--- config.mk ---
export PLATFORM = sky130hd
export DESIGN_NAME = pipm_clear
export DESIGN_NICKNAME = d
export VERILOG_FILES = /design/src/hw/rtl/pipm_pkg.sv /design/src/hw/rtl/pipm_clear.sv
export SDC_FILE = /design/constraint.sdc
export NUM_CORES = 1
export LEC_CHECK = 0
export BUFFER_PORTS_ARGS = -buffer_cell sky130_fd_sc_hd__buf_4
export CORE_AREA = 5 5 42 44
export DETAILED_ROUTE_END_ITERATION = 8
export DIE_AREA = 0 0 47 49
export GPL_ROUTABILITY_DRIVEN = 0
export PLACE_DENSITY = 0.69
export SLEW_MARGIN = 0
export SYNTH_ARGS = -nofsm -noshare
export SYNTH_HDL_FRONTEND = slang
export SYNTH_SLANG_ARGS = --single-unit
--- constraint.sdc ---
create_clock -name clk -period 2.25 [get_ports clk]
set_clock_uncertainty 0.05 [all_clocks]
set_input_delay 0.3375 -clock clk [delete_from_list [all_inputs] [get_ports clk]]
set_output_delay 0.3375 -clock clk [all_outputs]
set_load 0.03 [all_outputs]
--- src/hw/rtl/pipm_pkg.sv ---
package pipm_pkg;

  // table geometry
  localparam int TABLE_DEPTH = 1024;
  localparam int TBL_AW      = $clog2(TABLE_DEPTH);

  // field widths
  localparam int FUNC_W   = 3;
  localparam int IDX_W    = 10;
  localparam int CNT_W    = 11;
  localparam int STATUS_W = 3;

  // operation codes
  typedef enum logic [FUNC_W-1:0] {
    FN_CLEAR  = 3'd0,
    FN_PUSH   = 3'd1,
    FN_FWD    = 3'd2,
    FN_INV    = 3'd3,
    FN_LOAD   = 3'd4,
    FN_FINISH = 3'd5
  } func_t;

  // result status codes
  typedef enum logic [STATUS_W-1:0] {
    ST_OK       = 3'd0,
    ST_RANGE    = 3'd1,
    ST_NOTPART  = 3'd2,
    ST_DUP      = 3'd3,
    ST_MISSING  = 3'd4,
    ST_TOOLARGE = 3'd5
  } status_t;

  // clearing sequencer states
  typedef enum logic {
    CLR_IDLE,
    CLR_SWEEP
  } clr_state_t;

  // command transaction
  typedef struct packed {
    logic [FUNC_W-1:0] func;
    logic [IDX_W-1:0]  index;
    logic [IDX_W-1:0]  entry_value;
    logic              entry_present;
  } cmd_t;

  // result transaction
  typedef struct packed {
    logic [IDX_W-1:0]    mapped_index;
    logic                is_participating;
    logic [CNT_W-1:0]    mapped_count;
    logic [STATUS_W-1:0] status;
  } result_t;

  // one map entry as held in memory
  typedef struct packed {
    logic             valid;
    logic [IDX_W-1:0] data;
  } entry_t;

  localparam int ENTRY_W = $bits(entry_t);

  // paired write into forward and inverse maps
  typedef struct packed {
    logic              en;
    logic [TBL_AW-1:0] fwd_addr;
    entry_t            fwd_data;
    logic [TBL_AW-1:0] inv_addr;
    entry_t            inv_data;
  } wr_t;

  // clearing sweep control
  typedef struct packed {
    logic              active;
    logic [TBL_AW-1:0] addr;
  } clr_t;

endpackage

--- src/hw/rtl/pipm_clear.sv ---
module pipm_clear
  import pipm_pkg::*;
(
  input  logic clk,
  input  logic rst,
  input  logic clear_req,
  output clr_t clr
);

  clr_state_t        state;
  clr_state_t        state_next;
  logic [TBL_AW-1:0] addr;
  logic [TBL_AW-1:0] addr_next;

  // state and sweep address
  always_ff @(posedge clk) begin
    if (rst) begin
      state <= CLR_SWEEP;
      addr  <= '0;
    end else begin
      state <= state_next;
      addr  <= addr_next;
    end
  end

  // sweep one entry a cycle over both maps
  always_comb begin
    state_next = state;
    addr_next  = addr;
    clr.active = 1'b0;
    clr.addr   = addr;
    case (state)
      CLR_IDLE: begin
        if (clear_req) begin
          state_next = CLR_SWEEP;
          addr_next  = '0;
        end
      end
      CLR_SWEEP: begin
        clr.active = 1'b1;
        if (addr == TBL_AW'(TABLE_DEPTH - 1)) begin
          state_next = CLR_IDLE;
          addr_next  = '0;
        end else begin
          addr_next = addr + TBL_AW'(1);
        end
      end
      default: begin
        state_next = CLR_IDLE;
      end
    endcase
  end

endmodule

==> results.toml <==
[worst_setup_path]
worst_ep_required_time_ns = 2.37
r2r_start = "addr[0]$_SDFFE_PP0P_"
reg2reg_depth = 5
r2r_slack_ns = 0.42
cp-start-kind = "register"
worst_ep_arrival_time_ns = 1.95
crit_fanout = 6
timing.rr.end = "addr[7]$_SDFFE_PP0P_"
critPathCaptureType = "register"
worstSetupPathType = "register to register"

[clocking]
cts-root-buf = "clkbuf_4"
cts_buffers = 3
clock_latency_ns = 0.28
holdBufCountCts = 0
htreeDepth = 1
cts.reportedPaths.clkPinSlew_ns = 0.07
cts_tree = "built"
post-cts-setup-buffers = 0
clkSinkCount = 11
postCtsResizedCells = 0
clockBufferDepth = 2

[layout]
nets = 93
multi_input_area_um2 = 366.6
regArea_um2 = 220.2
drive_gt1_frac = 0.2500
fill_cells = 140
area_growth_pct = 19.92
final_core_utilization = 0.5214
num_antenna_cells = 0

[synthesis]
yosysSeqAreaShare = 0.3614
synth_nets = 79
netlist_instances = 75
yosys.area.top_type_share = 0.3614
synth_area_per_cell_um2 = 8.124
yosysWarnings = 0
synth_area_leaders = "dfxtp_1 36%, a21oi_1 6.6%, nand2_1 4.9%"
syn_area_um2 = 609.3
synth_cell_types = 31
synth.largest_area_cell = "dfxtp_1"
ys_seq_elements = 11

[drt]
first_pass_iters = 4
num_vias = 603
drtIter0Drc = 15
drt.antenna.violating_nets = 0
vias_per_cell = 5.798
avgRoutedWirePerCell_um = 13.12
drc = 0
routed_wl_mm = 1.364

[floorplan]
start_util = 0.4348
row_count = 14
die_area_um2 = 2303
chipHeight_um = 49
io_pins = 14
core_region_area_um2 = 1401
die_w_um = 47

[worst_hold_path]
min_to = "addr[1]$_SDFFE_PP0P_"
hold_path_depth = 2
hold_class = "input pin to register"
holdCritStartpoint = "rst"

[global_route]
grt_max_degree = 17
overflow = 0
first_global_vias = 522
grt_first_pass_wirelength_mm = 2.201
grtUsageTotal = 0.1293
antenna_found_initial = 0

[status]
status = "complete, no violations"

[place]
portBuffers = 13
hpwl_um = 991.5
post-place-ws_ns = 0.4538

[timing]
worst_pin_slew_ns = 0.6410
timing.final.ws_setup_ns = 0.4208
rsz0062_at_grt = "false"
setup_viol = 0
timing.hold.ws_ns = 0.2364
hold_viol_final = 0
finalSetupTns_ns = 0
fmax_ghz = 0.5467
timing.final.crit_share = 0.8130
layout_min_cycle_time_ns = 1.829
slew_headroom = 0.5694
slew_violations = 0

[power]
power.total_mw = 0.3841
power_density_nw_per_um2 = 525.7
p_leak_nw = 0.2669
vdd_drop_max_v = 0.0002488

[run]
drv_cap = 0
## registers in the layout, indices dropped and copies added, names as in the netlist
name and cells:
addr 10, state 1
## cells by family after synthesis
| group | Yosys count | synth area share |
|---|---|---|
| simple gates | 35 | 0.3265 |
| compound gates | 23 | 0.2300 |
| flops | 11 | 0.3614 |
| buf+inv | 4 | 0.03696 |
| mux | 1 | 0.02463 |
| fa+ha+maj | 1 | 0.02053 |
## how the worst max path moves through the flow
stage	from	end	slack, ns	cells after the start
finish	addr[0]$_SDFFE_PP0P_	addr[7]$_SDFFE_PP0P_	0.42	5
CTS	addr[0]$_SDFFE_PP0P_	addr[7]$_SDFFE_PP0P_	0.42	5
detailed placement	addr[0]$_SDFFE_PP0P_	addr[7]$_SDFFE_PP0P_	0.45	5
global placement	addr[0]$_SDFFE_PP0P_	addr[7]$_SDFFE_PP0P_	0.47	5
global route	addr[1]$_SDFFE_PP0P_	addr[7]$_SDFFE_PP0P_	0.30	5
floorplan	addr[0]$_SDFFE_PP0P_	addr[7]$_SDFFE_PP0P_	0.29	5
## power breakdown
part / switching [mW] / internal (mW)
logic: 0.0215 / 0.0160
registers: 0.00669 / 0.199
clock network: 0.0721 / 0.0688
total: 0.100 / 0.284
## synth_stat cells
master,n
nand2_1,8
o41a_1,1
and3_2,1
a211o_1,1
nor2_1,4
a211oi_1,1
a41oi_1,1
nor2b_1,1
a21oi_1,8
buf_4,2
and3_1,1
nand3_2,1
a31o_1,1
dfxtp_1,11
mux2_4,1
nand3_1,5
nor3b_1,1
and2b_2,1
nor4_1,1
nor3_1,4
clkbuf_1,2
or2_1,1
o21ai_0,3
nand3b_1,2
nand2b_1,1
a31oi_1,2
o31ai_1,1
nand4_1,1
ha_1,1
or3_4,2
o21ai_1,4
## worst max-delay path, cell delays in order, from the launching register on
cell	delay [ns]
dfxtp_1	0.43
ha_1	0.23
nand3_1	0.15
or3_4	0.43
a31o_1	0.18
mux2_4	0.24
## cell type report
class                   count  area share
repair buffers             13      0.1336
well taps                  16     0.02740
flip-flops and latches     11      0.3014
clock buffers               4     0.03596
multi-input cells          60      0.5017
## routing by layer
layer | vias up | global-route usage | part of all wire
li1 | 308 | - | -
met1 | 271 | 0.1733 | 0.49
met2 | 19 | 0.1833 | 0.43
met3 | 5 | 0.03321 | 0.051
met4 | 0 | 0.06912 | 0.026
met5 | - | 0 | 0
## cell usage in the layout (no fill, tap or decap), types with 2 or more instances in the layout
master and n:
nor3_1 4, o21ai_0 3, a21oi_1 8, nand3_1 5
buf_4 13, nand2_1 8, o21ai_1 4, a31oi_1 2
or3_4 2, nor2_1 4, clkbuf_4 3, nand3b_1 2
dfxtp_1 11
## metrics by stage
step | area (µm²) | instances
3_5_place_dp | 704.4 | 100
6_report | 730.7 | 104
5_1_grt | 730.7 | 104
2_1_floorplan | 609.3 | 75
3_3_place_gp | 704.4 | 100
4_1_cts | 730.7 | 104
No activity file was read; power rests on OpenSTA's default activity.
