--- src/hw/rtl/pipm_pkg.sv ---
package pipm_pkg;

  // table geometry
  localparam int TABLE_DEPTH = 1024;
  localparam int TBL_AW      = $clog2(TABLE_DEPTH);

  // field widths
  localparam int FUNC_W   = 3;
  localparam int IDX_W    = 10;
  localparam int CNT_W    = 11;
  localparam int STATUS_W = 3;

  // operation codes
  typedef enum logic [FUNC_W-1:0] {
    FN_CLEAR  = 3'd0,
    FN_PUSH   = 3'd1,
    FN_FWD    = 3'd2,
    FN_INV    = 3'd3,
    FN_LOAD   = 3'd4,
    FN_FINISH = 3'd5
  } func_t;

  // result status codes
  typedef enum logic [STATUS_W-1:0] {
    ST_OK       = 3'd0,
    ST_RANGE    = 3'd1,
    ST_NOTPART  = 3'd2,
    ST_DUP      = 3'd3,
    ST_MISSING  = 3'd4,
    ST_TOOLARGE = 3'd5
  } status_t;

  // clearing sequencer states
  typedef enum logic {
    CLR_IDLE,
    CLR_SWEEP
  } clr_state_t;

  // command transaction
  typedef struct packed {
    logic [FUNC_W-1:0] func;
    logic [IDX_W-1:0]  index;
    logic [IDX_W-1:0]  entry_value;
    logic              entry_present;
  } cmd_t;

  // result transaction
  typedef struct packed {
    logic [IDX_W-1:0]    mapped_index;
    logic                is_participating;
    logic [CNT_W-1:0]    mapped_count;
    logic [STATUS_W-1:0] status;
  } result_t;

  // one map entry as held in memory
  typedef struct packed {
    logic             valid;
    logic [IDX_W-1:0] data;
  } entry_t;

  localparam int ENTRY_W = $bits(entry_t);

  // paired write into forward and inverse maps
  typedef struct packed {
    logic              en;
    logic [TBL_AW-1:0] fwd_addr;
    entry_t            fwd_data;
    logic [TBL_AW-1:0] inv_addr;
    entry_t            inv_data;
  } wr_t;

  // clearing sweep control
  typedef struct packed {
    logic              active;
    logic [TBL_AW-1:0] addr;
  } clr_t;

endpackage

--- src/hw/rtl/pipm_exec.sv ---
module pipm_exec
  import pipm_pkg::*;
(
  input  cmd_t             item,
  input  entry_t           fwd,
  input  entry_t           inv,
  input  logic [TBL_AW-1:0] inv_addr,
  input  logic [CNT_W-1:0] domain_len,
  input  logic [CNT_W-1:0] count,
  input  logic [CNT_W-1:0] largest,
  output logic [CNT_W-1:0] count_next,
  output logic [CNT_W-1:0] largest_next,
  output wr_t              wr,
  output result_t          res
);

  logic [CNT_W-1:0]    dom;
  logic [CNT_W-1:0]    idx_w;
  logic [CNT_W-1:0]    val_w;
  logic [CNT_W-1:0]    perm_inc;
  logic                idx_oor;
  logic                val_oor;
  logic                do_store;
  logic                do_clear;
  logic [IDX_W-1:0]    perm;
  logic [IDX_W-1:0]    mapped;
  logic                part;
  logic [STATUS_W-1:0] status;

  // effective domain and range checks
  always_comb begin
    dom     = (domain_len > CNT_W'(TABLE_DEPTH)) ? CNT_W'(TABLE_DEPTH) : domain_len;
    idx_w   = {1'b0, item.index};
    val_w   = {1'b0, item.entry_value};
    idx_oor = (idx_w >= dom);
    val_oor = (val_w >= dom);
  end

  // per-operation decision
  always_comb begin
    do_store = 1'b0;
    do_clear = 1'b0;
    perm     = '0;
    mapped   = '0;
    part     = 1'b0;
    status   = ST_OK;
    case (item.func)
      FN_CLEAR: begin
        do_clear = 1'b1;
      end
      FN_PUSH: begin
        if (idx_oor) begin
          status = ST_RANGE;
        end else if (fwd.valid) begin
          mapped = fwd.data;
          part   = 1'b1;
        end else if (count >= CNT_W'(TABLE_DEPTH) || inv.valid) begin
          status = ST_DUP;
        end else begin
          do_store = 1'b1;
          perm     = count[IDX_W-1:0];
          mapped   = count[IDX_W-1:0];
          part     = 1'b1;
        end
      end
      FN_FWD: begin
        if (idx_oor) begin
          status = ST_RANGE;
        end else if (fwd.valid) begin
          mapped = fwd.data;
          part   = 1'b1;
        end else begin
          status = ST_NOTPART;
        end
      end
      FN_INV: begin
        if (idx_w >= largest) begin
          status = ST_RANGE;
        end else if (inv.valid) begin
          mapped = inv.data;
          part   = 1'b1;
        end else begin
          status = ST_NOTPART;
        end
      end
      FN_LOAD: begin
        if (idx_oor) begin
          status = ST_RANGE;
        end else if (!item.entry_present) begin
          if (fwd.valid) begin
            mapped = fwd.data;
            part   = 1'b1;
          end
        end else if (val_oor) begin
          status = ST_TOOLARGE;
        end else if (fwd.valid || inv.valid) begin
          status = ST_DUP;
        end else begin
          do_store = 1'b1;
          perm     = item.entry_value;
          mapped   = item.entry_value;
          part     = 1'b1;
        end
      end
      FN_FINISH: begin
        if (count != largest) begin
          status = ST_MISSING;
        end
      end
      default: begin
      end
    endcase
  end

  // counters after this transaction
  always_comb begin
    perm_inc = {1'b0, perm} + CNT_W'(1);
    if (do_clear) begin
      count_next   = '0;
      largest_next = '0;
    end else if (do_store) begin
      count_next   = count + CNT_W'(1);
      largest_next = (perm_inc > largest) ? perm_inc : largest;
    end else begin
      count_next   = count;
      largest_next = largest;
    end
  end

  // paired map write; inverse address was chosen at issue and equals perm on a store
  always_comb begin
    wr.en            = do_store;
    wr.fwd_addr      = TBL_AW'(item.index);
    wr.fwd_data      = '{valid: 1'b1, data: perm};
    wr.inv_addr      = do_store ? TBL_AW'(perm) : inv_addr;
    wr.inv_data      = '{valid: 1'b1, data: item.index};
    res.mapped_index     = mapped;
    res.is_participating = part;
    res.mapped_count     = count_next;
    res.status           = status;
  end

endmodule

--- config.mk ---
export PLATFORM = sky130hd
export DESIGN_NAME = pipm_exec
export DESIGN_NICKNAME = d
export VERILOG_FILES = /design/src/hw/rtl/pipm_pkg.sv /design/src/hw/rtl/pipm_exec.sv
export SDC_FILE = /design/constraint.sdc
export NUM_CORES = 1
export LEC_CHECK = 0
export BUFFER_PORTS_ARGS = -buffer_cell sky130_fd_sc_hd__buf_2
export CORE_MARGIN = 3
export CORE_UTILIZATION = 42
export DETAILED_ROUTE_END_ITERATION = 12
export PLACE_DENSITY = 0.81
export SLEW_MARGIN = 20
export SYNTH_ARGS = -nofsm -noshare
export SYNTH_HDL_FRONTEND = slang
export SYNTH_SLANG_ARGS = --single-unit
--- constraint.sdc ---
create_clock -name vclk -period 7.14
set_clock_uncertainty 0.05 [all_clocks]
set_input_delay 1.428 -clock vclk [all_inputs]
set_output_delay 1.428 -clock vclk [all_outputs]
set_load 0.05 [all_outputs]
==> flow_metrics.py <==
metrics = {
    "route": {
        "drt.antenna.violating_nets": 0,
        "detail_route.wirelength.met1_um": 5235,
        "routed_wl_um": 13110,
        "via_count": 4087,
        "detailedRoute.firstPassIterationCount": 5,
        "wl_met2_um": 6476,
        "drt_iter0_markers": 307,
        "viasPerCell": 5.764,
        "routedWlPerCell_um": 18.50,
        "route.top_layer_used": "met4",
        "routed-wl-met3_um": 995,
        "drc_markers": 0,
    },
    "setup_path": {
        "timing.critical_path.to_type": "output pin",
        "worst-path-buf-inv": 6,
        "critPathMaxStageDelay_ns": 0.30,
        "worstPathArrival_ns": 5.56,
        "timing.critical_path.slowest_stage_cell": "sky130_fd_sc_hd__ha_1",
        "critical_path.startpoint_type": "primary input",
        "required_time_of_the_critical_path_ns": 5.66,
        "worst-path-max-fanout": 13,
        "path_cells": "buf_6 -> nand2b_4 -> ha_4 -> a211oi_4 -> o211ai_1 -> buf_4 -> o21ai_4 -> buf_12 -> nand3_4 -> a21boi_2 -> buf_6 -> a21oi_1 -> a21oi_1 -> ha_1 -> o211ai_1 -> a21oi_1 -> o21ai_2 -> a221oi_2 -> buf_4 -> and2_4 -> and4_4 -> a2111oi_4 -> buf_6",
        "worstSetupPathType": "in -> out",
        "critPathTopFamily": "compound AO/OA/AOI/OAI gates",
    },
    "layout": {
        "utilization_pct": 68.36,
        "ff_latch_area_um2": 0,
        "design.seq.count": 0,
        "final.clkbuf_count": 0,
        "antenna_cells": 0,
        "mostFrequentLayoutCells": "sky130_fd_sc_hd__buf_2 (171), sky130_fd_sc_hd__buf_4 (53), sky130_fd_sc_hd__nand2_1 (40)",
        "num-nets-final": 746,
        "finalInstanceArea_um2": 4696,
        "flow.area_growth_from_synthesis_pct": 56.11,
        "final_common_cell": "sky130_fd_sc_hd__buf_2",
        "layout-drive-gt1-share_pct": 52.04,
    },
    "synth": {
        "yosysWarnings": 0,
        "average_cell_area_after_synthesis_um2": 6.947,
        "synth_cells": 433,
        "synth_top_cells_by_area": "sky130_fd_sc_hd__ha_1 (17%), sky130_fd_sc_hd__buf_4 (9.7%), sky130_fd_sc_hd__nand2_1 (5.6%)",
        "synth_seq_area_share_pct": 0,
        "yosysTopAreaCell": "sky130_fd_sc_hd__ha_1",
        "ys_types": 66,
        "syn-cell-area_um2": 3008,
        "share_of_yosys_cell_area_claimed_by_the_top_area_cell_type_pct": 17.47,
    },
    "pwr": {
        "ir_worst_vdd_uv": 59.83,
        "totalPowerFinal_mw": 0.3352,
        "power_report.internal_total_mw": 0.1112,
        "cellLeakagePower_nw": 2.421,
        "clock_power_share_pct": 0,
        "power.sequential.fraction_pct": 0,
        "netSwitchingFraction_pct": 66.82,
        "power.density_nw_per_um2": 71.39,
        "switching_power_mw": 0.2240,
        "gate_power_share_pct": 100.0,
    },
    "floorplan": {
        "die_y_um": 90.63,
        "fp.dieArea_um2": 8213,
        "ioPinCount": 179,
        "start_util_pct": 43.79,
        "dieWidth_um": 90.63,
        "placement_rows": 30,
        "placeableCoreArea_um2": 6869,
    },
    "sta": {
        "max_clock_freq_ghz": 0.1421,
        "postLayoutSetupSlackWorst_ns": 0.1019,
        "fin_worst_hold_slack_ns": 3.122,
        "hold_violation_count_in_the_final_report": 0,
        "fin_crit_sh_pct": 98.57,
        "worst-slew-pin-transition_ns": 0.8424,
        "final_max_slew_viol_count": 0,
        "timing.final.setup_violations": 0,
        "finalWorstPathRequiredPeriod_ns": 7.038,
        "max-slew-margin-rel_pct": 42.39,
    },
    "grt": {
        "via_count_of_the_first_global_routing_pass": 3781,
        "grt_pass1_wl_um": 18710,
        "grt_start_max_net_pins": 21,
        "global_route.usage.total_pct": 27.18,
        "overflow": 0,
        "grt_antenna_before_repair": 0,
    },
    "clock_network": {
        "hold_fix_buffers_at_cts": 0,
    },
    "outcome": {
        "run_status": "completed",
    },
    "place": {
        "port_buffers": 177,
        "detailedPlacementHpwl_um": 10310,
        "instance_area_at_placement_um2": 4230,
        "gp_congestion": 0.9921,
        "worst_slack_at_placement_ns": -0.1307,
    },
    "job": {
        "drv_cap": 0,
    },
    "min_path": {
        "timing.hold.worst.class": "in -> out",
    },
}
synthesized netlist by cell type, types with 8 or more instances:
library cell,number
sky130_fd_sc_hd__inv_1,21
sky130_fd_sc_hd__nand4_1,9
sky130_fd_sc_hd__clkbuf_1,15
sky130_fd_sc_hd__nor2_1,32
sky130_fd_sc_hd__nand3_1,20
sky130_fd_sc_hd__xnor2_1,8
sky130_fd_sc_hd__nor3_1,9
sky130_fd_sc_hd__buf_4,39
sky130_fd_sc_hd__nand2b_1,11
sky130_fd_sc_hd__o21ai_0,11
sky130_fd_sc_hd__nand2_1,45
sky130_fd_sc_hd__a21o_1,19
sky130_fd_sc_hd__xor2_1,17
sky130_fd_sc_hd__ha_1,42
sky130_fd_sc_hd__a221o_1,8
sky130_fd_sc_hd__a21oi_1,29
area by class of cell:
cell class	count	area, um2
Fill cell	605	2173
Inverter	22	85.08
Tap cell	96	120.1
Multi-Input combinational cell	354	3049
Timing Repair Buffer	237	1441
worst paths after layout:
| kind | slack (ns) | endpoint | cells past startpoint | start |
|---|---|---|---|---|
| setup / recovery | 0.10 | largest_next[4] | 23 | domain_len[10] |
| hold / removal | 3.12 | wr[32] | 2 | item[11] |
routing by layer:
layer | GRT usage, % | up-vias
li1 | - | 1916
met4 | 6.633 | 0
met3 | 2.167 | 38
met5 | 0 | -
met1 | 33.77 | 1921
met2 | 50.15 | 212
power groups by stage:
stage	logic [mW]	clock network, mW	registers (mW)
2_1_floorplan	0.228	0	0
3_3_place_gp	0.301	0	0
3_5_place_dp	0.305	0	0
4_1_cts	0.308	0	0
5_1_grt	0.355	0	0
6_report	0.335	0	0
what timing repair did:
item,4_1_cts,5_1_grt
buffers inserted,2,11
gates cloned,0,3
endpoints found under the setup margin,5,10
gates resized for setup,8,60
pin swaps,2,28
stage by stage:
stage | instances | TNS, ns
global placement | 693 | -0.1141
finish | 709 | 0
detailed placement | 693 | -0.4757
global route | 709 | -0.4320
CTS | 695 | -0.007033
floorplan | 434 | -0.04185
logic make-up after synthesis:
family / Yosys count / synth area share, %
other cells: 1 / 0.1247
xor+xnor: 25 / 7.280
compound gates: 125 / 32.86
simple gates: 158 / 26.12
mux: 2 / 0.7071
buf+inv: 80 / 15.43
fa+ha+maj: 42 / 17.47
Power figures use the tool's default switching activity.
