## src/hw/rtl/pipm_ram.sv

```systemverilog
module pipm_ram #(
  parameter int WIDTH = 8,
  parameter int DEPTH = 16
) (
  input  logic                     clk,
  input  logic                     we,
  input  logic [$clog2(DEPTH)-1:0] waddr,
  input  logic [WIDTH-1:0]         wdata,
  input  logic [$clog2(DEPTH)-1:0] raddr,
  output logic [WIDTH-1:0]         rdata
);

  logic [WIDTH-1:0] mem [DEPTH];

  // one write port, registered read returning the old contents
  always_ff @(posedge clk) begin
    if (we) begin
      mem[waddr] <= wdata;
    end
    rdata <= mem[raddr];
  end

endmodule

```

## config.mk

```make
export PLATFORM = sky130hd
export DESIGN_NAME = pipm_ram
export DESIGN_NICKNAME = d
export VERILOG_FILES = /design/src/hw/rtl/pipm_ram.sv
export SDC_FILE = /design/constraint.sdc
export NUM_CORES = 1
export LEC_CHECK = 0
export BUFFER_PORTS_ARGS = -buffer_cell sky130_fd_sc_hd__buf_2
export CORE_MARGIN = 1
export CORE_UTILIZATION = 44
export CTS_CLUSTER_SIZE = 25
export DETAILED_ROUTE_END_ITERATION = 16
export GPL_TIMING_DRIVEN = 0
export PLACE_DENSITY = 0.6
export SYNTH_ARGS = -nofsm -noshare
export SYNTH_HDL_FRONTEND = slang
export SYNTH_SLANG_ARGS = --single-unit
export TNS_END_PERCENT = 100
```

## constraint.sdc

```tcl
create_clock -name clk -period 4.1 [get_ports clk]
set_input_delay 0.41 -clock clk [delete_from_list [all_inputs] [get_ports clk]]
set_output_delay 0.41 -clock clk [all_outputs]
set_load 0.03 [all_outputs]
```

==> results of run 1 <==
## through the flow
stage / util / setup slack (ps) / instances / hold WS, ps
3_5_place_dp: 0.477 / 1510 / 396 / 674
2_1_floorplan: - / 2200 / 229 / 509
5_1_grt: 0.534 / 2350 / 430 / 402
6_report: 0.534 / 2400 / 430 / 395
3_3_place_gp: 0.477 / 1580 / 396 / 657
4_1_cts: 0.533 / 1920 / 428 / 385
## cells by family (layout without fill, tap and decap cells)
| kind of cell | count (synthesis) | after routing | synth area share |
|---|---|---|---|
| flops | 136 | 136 | 0.778 |
| compound gates | 16 | 16 | 0.0233 |
| simple gates | 35 | 35 | 0.0318 |
| mux | 32 | 32 | 0.150 |
| buf+inv | 10 | 68 | 0.0168 |
## layer usage
metal	share of wire	GRT usage
met1	0.46	0.262
met2	0.47	0.264
met3	0.058	0.0412
met4	0.0098	0.0705
met5	0	0
## worst min-delay path by stage
stage                from   endpoint  slack, ps  cells past startpoint
2_1_floorplan    wdata[0]  mem[0][0]        510                      0
3_3_place_gp   mem[11][3]   rdata[3]        660                      3
3_5_place_dp    mem[3][2]   rdata[2]        670                      3
4_1_cts          wdata[3]  mem[8][3]        380                      1
5_1_grt          wdata[3]  mem[8][3]        400                      1
6_report         wdata[3]  mem[8][3]        390                      1
## flip-flops by register name (all words and copies together), names as in the netlist
register and cells:
rdata 8, mem 128
## Yosys cell counts
cell type / count / area (sq um)
sky130_fd_sc_hd__a22oi_1: 16 / 120
sky130_fd_sc_hd__and2_1: 1 / 6.26
sky130_fd_sc_hd__and2b_1: 1 / 7.51
sky130_fd_sc_hd__buf_2: 3 / 15.0
sky130_fd_sc_hd__buf_4: 1 / 7.51
sky130_fd_sc_hd__buf_6: 3 / 33.8
sky130_fd_sc_hd__clkdlybuf4s25_2: 3 / 30.0
sky130_fd_sc_hd__dfxtp_1: 8 / 160
sky130_fd_sc_hd__edfxtp_1: 128 / 3840
sky130_fd_sc_hd__mux4_1: 14 / 368
sky130_fd_sc_hd__mux4_2: 18 / 405
sky130_fd_sc_hd__nand2_1: 9 / 33.8
sky130_fd_sc_hd__nand2b_1: 2 / 12.5
sky130_fd_sc_hd__nand3_1: 1 / 5.00
sky130_fd_sc_hd__nand3b_1: 2 / 15.0
sky130_fd_sc_hd__nor2_1: 13 / 48.8
sky130_fd_sc_hd__nor2b_1: 1 / 6.26
sky130_fd_sc_hd__nor3_1: 4 / 20.0
sky130_fd_sc_hd__or3b_2: 1 / 8.76
## power groups by stage
stage / registers, uW / logic, uW / clock network [uW]
final: 1560 / 165 / 1620
after global routing: 1560 / 178 / 1700
after CTS: 1560 / 167 / 1640
after detailed placement: 1590 / 167 / 0
after global placement: 1590 / 164 / 0
after floorplan: 1610 / 78.9 / 0
## placed cells by master, fill, tap and decap left out, types with 2 or more instances in the layout
cell type,instances
sky130_fd_sc_hd__a22oi_1,16
sky130_fd_sc_hd__buf_2,27
sky130_fd_sc_hd__buf_4,2
sky130_fd_sc_hd__buf_6,3
sky130_fd_sc_hd__bufinv_16,5
sky130_fd_sc_hd__clkbuf_1,2
sky130_fd_sc_hd__clkbuf_16,17
sky130_fd_sc_hd__clkdlybuf4s25_2,3
sky130_fd_sc_hd__clkinv_1,3
sky130_fd_sc_hd__clkinvlp_4,3
sky130_fd_sc_hd__dfxtp_1,8
sky130_fd_sc_hd__edfxtp_1,128
sky130_fd_sc_hd__mux4_1,14
sky130_fd_sc_hd__mux4_2,18
sky130_fd_sc_hd__nand2_1,9
sky130_fd_sc_hd__nand2b_1,2
sky130_fd_sc_hd__nand3b_1,2
sky130_fd_sc_hd__nor2_1,13
sky130_fd_sc_hd__nor3_1,4
## critical path, delay by kind of cell
kind | cells | cell delay (ps)
buf+inv | 2 | 440
simple gates | 2 | 960
## area by class of cell
class / instances / area, sq um
repair buffers: 26 / 135
flip-flops and latches: 136 / 4000
fillers: 889 / 5320
plain buffers: 10 / 86.3
clock inverters: 13 / 201
multi-input cells: 83 / 1060
well taps: 143 / 179
clock buffers: 19 / 433
==> metrics.txt, run 1 <==
total grt overflow=0; part of the total power dissipated in the clock network=0.484; CP Capture Type=flop; post-CTS setup repair buffer count=0; Yosys Warn Count=0; critical path fanouts, max=6; Worst-path clk slew=roughly 60 ps; port buffer count=24; number of gates resized after CTS=0; beginning of the worst register-to-register path=mem[7][4]; routed vias=2,420; worst setup path start=waddr[2]; DR vias/cell=~5.6; Clock H-tree levels=4; depth of the worst register-to-register path=3; internal power=2690 uW; Critical Path, Cell by Cell=buf_2 -> or3b_2 -> nor3_1 -> clkbuf_4; end of the worst register-to-register path=rdata[4]; slowest stage cell, crit path=sky130_fd_sc_hd__or3b_2; DIE HEIGHT=110 um; crit path launch type=input port; worst min-delay path category=in2reg; post-detailed-placement half-perimeter wirelength=6.15 mm; switching share of power=0.196; run status=complete, no violations; CTS Buffer Depth=2; number of nets in the final layout=about 290; leakage power=around 0.002 uW; Initial Utilization=0.451; peak supply drop=between 0.2 and 0.25 mV; number of buffers created by CTS=17; worst path required time=4210 ps; max-cap check violation count=0; areal power density over the cells=between 500 and 600 mW/mm^2; setup-violating endpoint count in the final report=0; netlist area before placement=0.00515 sq mm; Seq/Total Area, Yosys=0.778; TritonRoute pass-1 iters=4; Syn-to-layout area delta=18.4%; number of placed I/O pins=26; slew margin rel.=0.191; switching power of the nets=657 uW; global routing usage summed across all routing layers=0.180; Comb pwr share=0.049; register-to-register path setup slack=about 2700 ps; Diodes inserted=0; clock tree from TritonCTS=yes; Total Routed Length=9.87 mm; Unique masters post-synth=19; number of rows created at floorplan=39; first-pass GRT wire length=between 10 and 15 mm; critical path capture point=mem[0][4]; Mapped Nets=247; number of standard cells after synthesis=~230; actual transition at the worst max-transition pin=1200 ps; overall power consumption=between 3000 and 4000 uW; vias in the first global route=2,342; pin count of the biggest net entering global routing=17; worst setup skew after layout=6.37 ps; count of hold buffers inserted by post-cts repair=0; clock tree root driver cell=sky130_fd_sc_hd__clkbuf_16; share of layout cells above drive strength 1=0.286; share of the clock period used by the worst path=0.416; DRC errors left=0; total non-filler cell area in the finished layout=0.00610 sq mm; synthesis-stage register bit count=roughly 140; data arrival time at the worst-slack endpoint=1810 ps; Clock Sink Count=about 140; detailed-route wire length per cell=23.0 um; width of the die=110 um; antenna violations before repair=0; Final Critical Period=1700 ps; gpl congestion=0.676; final slew viol count=0; number of endpoints with negative hold slack in the final report=0; final sum of negative setup slack=0 ps; relative contribution of sequential cells to total power=0.466; critical path start-end classification=in2reg; Iteration-0 DRC Markers=187; overall die area=about 0.012 sq mm; Max stage delay on crit path=roughly 520 ps; Max Clock Freq=slightly below 600 MHz; Skew-Pair Late Insertion Delay=a little over 400 ps; total placed instance area=0.00545 sq mm; Antenna Nets Post-Route=0; RSZ-0062 raised after global routing=no; standard cell core area=0.0114 sq mm; Avg Synthesized Cell Area=22.5 sq um
No activity file was read; power rests on OpenSTA's default activity.
==> run 2, diff against run 1 <==
--- a/config.mk
+++ b/config.mk
@@ -11,7 +11,7 @@
 export CTS_CLUSTER_SIZE = 25
 export DETAILED_ROUTE_END_ITERATION = 16
 export GPL_TIMING_DRIVEN = 0
-export PLACE_DENSITY = 0.6
+export PLACE_DENSITY = 0.63
 export SYNTH_ARGS = -nofsm -noshare
 export SYNTH_HDL_FRONTEND = slang
 export SYNTH_SLANG_ARGS = --single-unit
==> constraint.sdc (replaced) <==
create_clock -name clk -period 1.53 [get_ports clk]
set_input_delay 0.153 -clock clk [delete_from_list [all_inputs] [get_ports clk]]
set_output_delay 0.153 -clock clk [all_outputs]
set_load 0.03 [all_outputs]
==> run 2 against run 1 <==
  * Die area unchanged
  * Via count decreased by 3.6%
  * Register-to-register slack got worse by 2600 ps
  * First-iteration DRC count decreased by 32%
  * Non-clock buffer count decreased by 2
  * Largest power group is now registers
  * Clock power increased by 130%
  * Critical path depth decreased by 1
  * Sequential power increased to 2.7 times the previous value
  * Wire length decreased by 3.5%
  * Hold slack got worse by 250 ps
  * Power increased to 2.5 times the previous value
==> metrics.txt, run 2 (same netlist as run 1, synthesis figures left out) <==
run status=complete, no violations; number of nets in the final layout=290 (-0.68%); Max stage delay on crit path=660 ps (+140 ps); slowest stage cell, crit path=sky130_fd_sc_hd__nor2_1; CP top delay family=simple AND/OR/NAND/NOR gates; depth of the worst register-to-register path=3 (unchanged); data arrival time at the worst-slack endpoint=1470 ps (-340 ps); DRC errors left=0 (unchanged); Clock H-tree levels=4 (unchanged); DIE HEIGHT=110 um (unchanged); post-CTS setup repair buffer count=0 (unchanged); width of the die=110 um (unchanged); first-pass GRT wire length=14.1 mm (-2.7%); overall power consumption=8400 uW (+150%); critical path fanouts, max=8 (+2); Critical Path, Cell by Cell=buf_2 -> or3b_2 -> nor2_1; CTS Buffer Depth=2 (unchanged); Worst-path clk slew=60 ps (about the same); Total Routed Length=9.52 mm (-3.5%); number of cells on the worst hold path=1 (unchanged); number of endpoints with negative hold slack in the final report=0 (unchanged); DR vias/cell=5.45 (-3.1%); total grt overflow=0 (unchanged); final sum of negative setup slack=0 ps (unchanged); CP Capture Type=flop; routed vias=2,334 (-3.6%); Antenna Nets Post-Route=0 (unchanged); clock tree root driver cell=sky130_fd_sc_hd__clkbuf_16; detailed-route wire length per cell=22.2 um (-3.1%); Syn-to-layout area delta=16.9%; slew margin rel.=0.206 (+0.0151); TritonRoute pass-1 iters=4 (unchanged); Diodes inserted=0 (unchanged); RSZ-0062 raised after global routing=no; worst setup skew after layout=8.25 ps (+1.88 ps); overall die area=0.0121 sq mm (unchanged); worst path required time=1560 ps (-2650 ps); global routing usage summed across all routing layers=0.175 (-0.00417); actual transition at the worst max-transition pin=1180 ps (-22.5 ps); standard cell core area=0.0114 sq mm (unchanged); max-cap check violation count=0 (unchanged); final slew viol count=0 (unchanged); share of layout cells above drive strength 1=0.298 (+0.0125); share of the clock period used by the worst path=0.941; clock tree from TritonCTS=yes; antenna violations before repair=0 (unchanged); Initial Utilization=0.451 (unchanged); setup-violating endpoint count in the final report=0 (unchanged); areal power density over the cells=1400 mW/mm^2 (+150%); gpl congestion=0.718 (+6.1%); leakage power=0.00199 uW (-2.6%); crit path launch type=input port; instance count on the critical path=3 (-1); pin count of the biggest net entering global routing=17 (unchanged); flip-flop count of the largest register after layout=128 (unchanged); number of placed I/O pins=26 (unchanged); leading cell type in the layout, fill and taps excluded=sky130_fd_sc_hd__edfxtp_1; number of gates resized after CTS=0 (unchanged); worst min-delay path category=in2reg; largest registers=mem: 128 flops, rdata: 8 flops; Max Clock Freq=695 MHz; critical path start-end classification=in2reg; number of buffer and inverter stages on the critical path=1 (-1); peak supply drop=0.707 mV (+190%); post-detailed-placement half-perimeter wirelength=6.01 mm (-2.3%); Iteration-0 DRC Markers=127 (-32%); register with the most flip-flops=mem; Clock Sink Count=136 (unchanged); number of rows created at floorplan=39 (unchanged); Skew-Pair Late Insertion Delay=410 ps (about the same); vias in the first global route=2,318 (-1.0%); number of buffers created by CTS=17 (unchanged); port buffer count=24 (unchanged); top library cells by usage in the layout, fill and taps aside=sky130_fd_sc_hd__edfxtp_1, sky130_fd_sc_hd__buf_2, sky130_fd_sc_hd__mux4_2; Final Critical Period=1440 ps; count of hold buffers inserted by post-cts repair=0 (unchanged)
run 2: layout make-up:
cell class | count | area [sq um]
Fill cell | 918 | 5400
Sequential cell | 136 | 4000
Multi-Input combinational cell | 83 | 1070
Clock buffer | 18 | 429
Tap cell | 143 | 179
Clock inverter | 14 | 126
Timing Repair Buffer | 24 | 120
Buffer | 10 | 86.3
run 2: path summary, 6_finish.rpt:
check              from        end  slack, ps
max reg2reg   mem[1][0]   rdata[0]        110
min            wdata[6]  mem[7][6]        140
min reg2reg  mem[11][2]   rdata[2]        680
max            waddr[2]  mem[2][2]         90
run 2: stage by stage:
step / util / cells / setup WS (ps) / hold slack [ps] / instance area, sq um
3_5_place_dp: 0.477 / 396 / -435 / 569 / 5450
4_1_cts: 0.526 / 428 / 11.5 / 132 / 6010
3_3_place_gp: 0.477 / 396 / -432 / 549 / 5450
2_1_floorplan: - / 229 / 111 / 252 / 5150
6_report: 0.527 / 428 / 90.7 / 141 / 6020
5_1_grt: 0.527 / 428 / 9.60 / 144 / 6020
run 2: worst reg2reg max path: stages, from the launching register on:
cell,delay [ps]
sky130_fd_sc_hd__edfxtp_1,350
sky130_fd_sc_hd__mux4_1,510
sky130_fd_sc_hd__a22oi_1,340
sky130_fd_sc_hd__nand2_1,100
run 2: metal layers:
metal | vias to the layer above | part of all wire | track usage
li1 | 1060 | - | -
met1 | 1207 | 0.47 | 0.255
met2 | 53 | 0.48 | 0.260
met3 | 14 | 0.038 | 0.0382
met4 | 0 | 0.016 | 0.0705
met5 | - | 0 | 0
run 2: report_power, final:
part           switching (uW)  leakage (uW)  internal, uW
clock network            1540      0.000251          2240
registers                17.9       0.00122          4170
logic                     274      0.000518           166
==> run 3, diff against run 2 <==
--- a/config.mk
+++ b/config.mk
@@ -5,13 +5,14 @@
 export SDC_FILE = /design/constraint.sdc
 export NUM_CORES = 1
 export LEC_CHECK = 0
-export BUFFER_PORTS_ARGS = -buffer_cell sky130_fd_sc_hd__buf_2
 export CORE_MARGIN = 1
 export CORE_UTILIZATION = 44
 export CTS_CLUSTER_SIZE = 25
 export DETAILED_ROUTE_END_ITERATION = 16
+export DONT_BUFFER_PORTS = 1
 export GPL_TIMING_DRIVEN = 0
-export PLACE_DENSITY = 0.63
+export PLACE_DENSITY = 0.61
+export SLEW_MARGIN = 20
 export SYNTH_ARGS = -nofsm -noshare
 export SYNTH_HDL_FRONTEND = slang
 export SYNTH_SLANG_ARGS = --single-unit
==> constraint.sdc (replaced) <==
create_clock -name clk -period 1.2 [get_ports clk]
set_input_delay 0.12 -clock clk [delete_from_list [all_inputs] [get_ports clk]]
set_output_delay 0.12 -clock clk [all_outputs]
set_load 0.03 [all_outputs]
==> run 3 against run 2 <==
  * The run now ends with negative hold slack, negative setup slack left
  * Sequential cell count unchanged
  * Combinational power up 12%
  * Clock power up 32%
  * Largest power group unchanged
==> metrics.txt, run 3 (same netlist as run 1, synthesis figures left out) <==
run status=finished, violations left; violations in the final reports=negative hold slack, negative setup slack; port buffer count=0 (-100%); register-to-register path setup slack=-110 ps (-220 ps); Antenna Nets Post-Route=0 (unchanged); peak supply drop=1.06 mV (+49%); post-detailed-placement half-perimeter wirelength=6.02 mm (+0.20%); Clock H-tree levels=4 (unchanged); beginning of the worst register-to-register path=mem[7][1]; worst setup skew after layout=7.56 ps (-0.693 ps); antenna violations before repair=0 (unchanged); Skew-Pair Late Insertion Delay=400 ps (about the same); end of the worst register-to-register path=rdata[1]; Syn-to-layout area delta=17.5%; combined area of the multi-input logic cells=0.00109 sq mm (+2.0%); first-pass GRT wire length=14.4 mm (+2.4%); depth of the worst register-to-register path=3 (unchanged); switching share of power=0.199 (-0.0185); Filler Cells Inserted=901 (-1.9%); Max stage delay on crit path=530 ps (-130 ps); share of layout cells above drive strength 1=0.316 (+0.0177); worst setup slack after layout=-105 ps (-196 ps); width of the die=110 um (unchanged); CTS Buffer Depth=2 (unchanged); CP Capture Type=flop; top library cells by usage in the layout, fill and taps aside=sky130_fd_sc_hd__edfxtp_1, sky130_fd_sc_hd__mux4_2, sky130_fd_sc_hd__clkbuf_16; register with the most flip-flops=mem; internal power=8700 uW (+32%); final slew viol count=0 (unchanged); Critical Path, Cell by Cell=mux4_2 -> a22oi_2 -> nand2_1; DIE HEIGHT=110 um (unchanged); Max Clock Freq=766 MHz; critical path start-end classification=reg2reg; clock tree from TritonCTS=yes; total grt overflow=0 (unchanged); DRC errors left=0 (unchanged); setup-violating endpoint count in the final report=8 (+8); slowest stage cell, crit path=sky130_fd_sc_hd__mux4_2; count of hold buffers inserted by post-cts repair=8 (+8); overall die area=0.0121 sq mm (unchanged); crit path launch type=flop; final core area utilization=0.530 (+0.00274); clock tree root driver cell=sky130_fd_sc_hd__clkbuf_16; number of buffers created by CTS=17 (unchanged); slew margin rel.=0.418 (+0.213); leading cell type in the layout, fill and taps excluded=sky130_fd_sc_hd__edfxtp_1; end point of the most critical hold path=mem[0][5]; number of cells on the worst hold path=1 (unchanged); leakage power=0.00193 uW (-3.2%); largest registers=mem: 128 flops, rdata: 8 flops; worst path required time=1490 ps (-70 ps); Diodes inserted=0 (unchanged); Comb pwr share=0.045 (-0.007); standard cell core area=0.0114 sq mm (unchanged); number of placed I/O pins=26 (unchanged); max-cap check violation count=0 (unchanged); number of endpoints with negative hold slack in the final report=20 (+20); DR vias/cell=5.64 (+3.3%); overall power consumption=10,900 uW (+29%); Iteration-0 DRC Markers=181 (+43%); Final Critical Period=around 1300 ps; worst min-delay path category=in2reg; gpl congestion=0.702 (-2.1%); relative contribution of sequential cells to total power=0.498 (about the same); share of the clock period used by the worst path=1.09; global routing usage summed across all routing layers=0.179 (+0.00304); number of rows created at floorplan=39 (unchanged); areal power density over the cells=1800 mW/mm^2 (+29%); part of the total power dissipated in the clock network=0.457 (+0.008); pin count of the biggest net entering global routing=17 (unchanged); TritonRoute pass-1 iters=4 (unchanged); Total Routed Length=9.82 mm (+3.2%); critical path fanouts, max=1 (-7); FF/Latch Area=0.00400 sq mm (unchanged); Clock Sink Count=136 (unchanged); number of buffer and inverter stages on the critical path=0 (-1); detailed-route wire length per cell=23.8 um (+7.2%); switching power of the nets=2160 uW (+18%); data arrival time at the worst-slack endpoint=1590 ps (+120 ps); flip-flop count of the largest register after layout=128 (unchanged); beginning of the worst hold path=waddr[1]; CP top delay family=multiplexers; number of nets in the final layout=274 (-5.5%); worst-case hold slack=-50.9 ps (-192 ps); RSZ-0062 raised after global routing=yes; Worst-path clk slew=60 ps (about the same); routed vias=2,322 (-0.51%); vias in the first global route=2,359 (+1.8%); Initial Utilization=0.451 (unchanged); actual transition at the worst max-transition pin=869 ps (-313 ps)
-- run 3: cell count changes in the layout (fill, tap and decap cells not counted), moves of 4 or more --
cell,previous run,this run
sky130_fd_sc_hd__a22oi_1,16,7
sky130_fd_sc_hd__a22oi_2,0,9
sky130_fd_sc_hd__buf_2,27,3
sky130_fd_sc_hd__buf_8,0,4
sky130_fd_sc_hd__clkinvlp_4,6,2
sky130_fd_sc_hd__dlygate4sd3_1,0,8
sky130_fd_sc_hd__mux4_1,14,2
sky130_fd_sc_hd__mux4_2,18,30
-- run 3: cell type report --
cell class                      instances  share of cell area
Clock inverter                          5             0.00496
Clock buffer                           27              0.0921
Multi-Input combinational cell         83               0.181
Tap cell                              143              0.0296
Timing Repair Buffer                    8              0.0132
Sequential cell                       136               0.662
Buffer                                 10              0.0174
-- run 3: layer usage --
metal	wire, um	track usage	up-vias
met5	0	0	-
met4	97	0.0564	0
met3	453	0.0523	10
met2	4680	0.264	75
met1	4590	0.257	1223
li1	-	-	1014
-- run 3: repair_timing --
action	in CTS	in global routing
pin swaps	6	1
setup endpoints to repair	8	8
resized for setup	15	2
gates cloned	0	0
hold endpoints to repair	152	27
setup buffers	0	0
-- run 3: worst register-to-register path, delay by kind of cell (launching register included) --
| family | cells | cell delay, ps |
|---|---|---|
| mux | 1 | 530 |
| flops | 1 | 370 |
| compound gates | 1 | 210 |
| simple gates | 1 | 70 |
-- run 3: worst max-delay path by stage --
| stage | from | endpoint | slack (ps) | cells after the start |
|---|---|---|---|---|
| floorplan | raddr[0] | rdata[1] | -60 | 5 |
| global placement | raddr[0] | rdata[1] | -360 | 5 |
| detailed placement | raddr[0] | rdata[1] | -350 | 5 |
| CTS | mem[15][7] | rdata[7] | -130 | 3 |
| global route | mem[12][7] | rdata[7] | -160 | 3 |
| finish | mem[7][1] | rdata[1] | -110 | 3 |
-- run 3: through the flow --
step | worst slack, ps | cell area [sq um] | setup TNS, ps | hold slack, ps | cells
detailed placement | -352 | 5370 | -23910 | 220 | 372
global route | -163 | 6050 | -928 | -67.9 | 412
finish | -105 | 6050 | -544 | -50.9 | 412
floorplan | -56.3 | 5190 | -353 | 219 | 229
CTS | -129 | 6050 | -613 | -65.6 | 412
global placement | -362 | 5370 | -24110 | 220 | 372
-- run 3: power groups by stage --
| stage | registers, uW | clock network [uW] | logic, uW |
|---|---|---|---|
| after floorplan | 5500 | 0 | 286 |
| after detailed placement | 5510 | 0 | 384 |
| after global routing | 5420 | 5260 | 527 |
| final | 5410 | 4960 | 492 |
| after CTS | 5410 | 5030 | 497 |
| after global placement | 5500 | 0 | 383 |
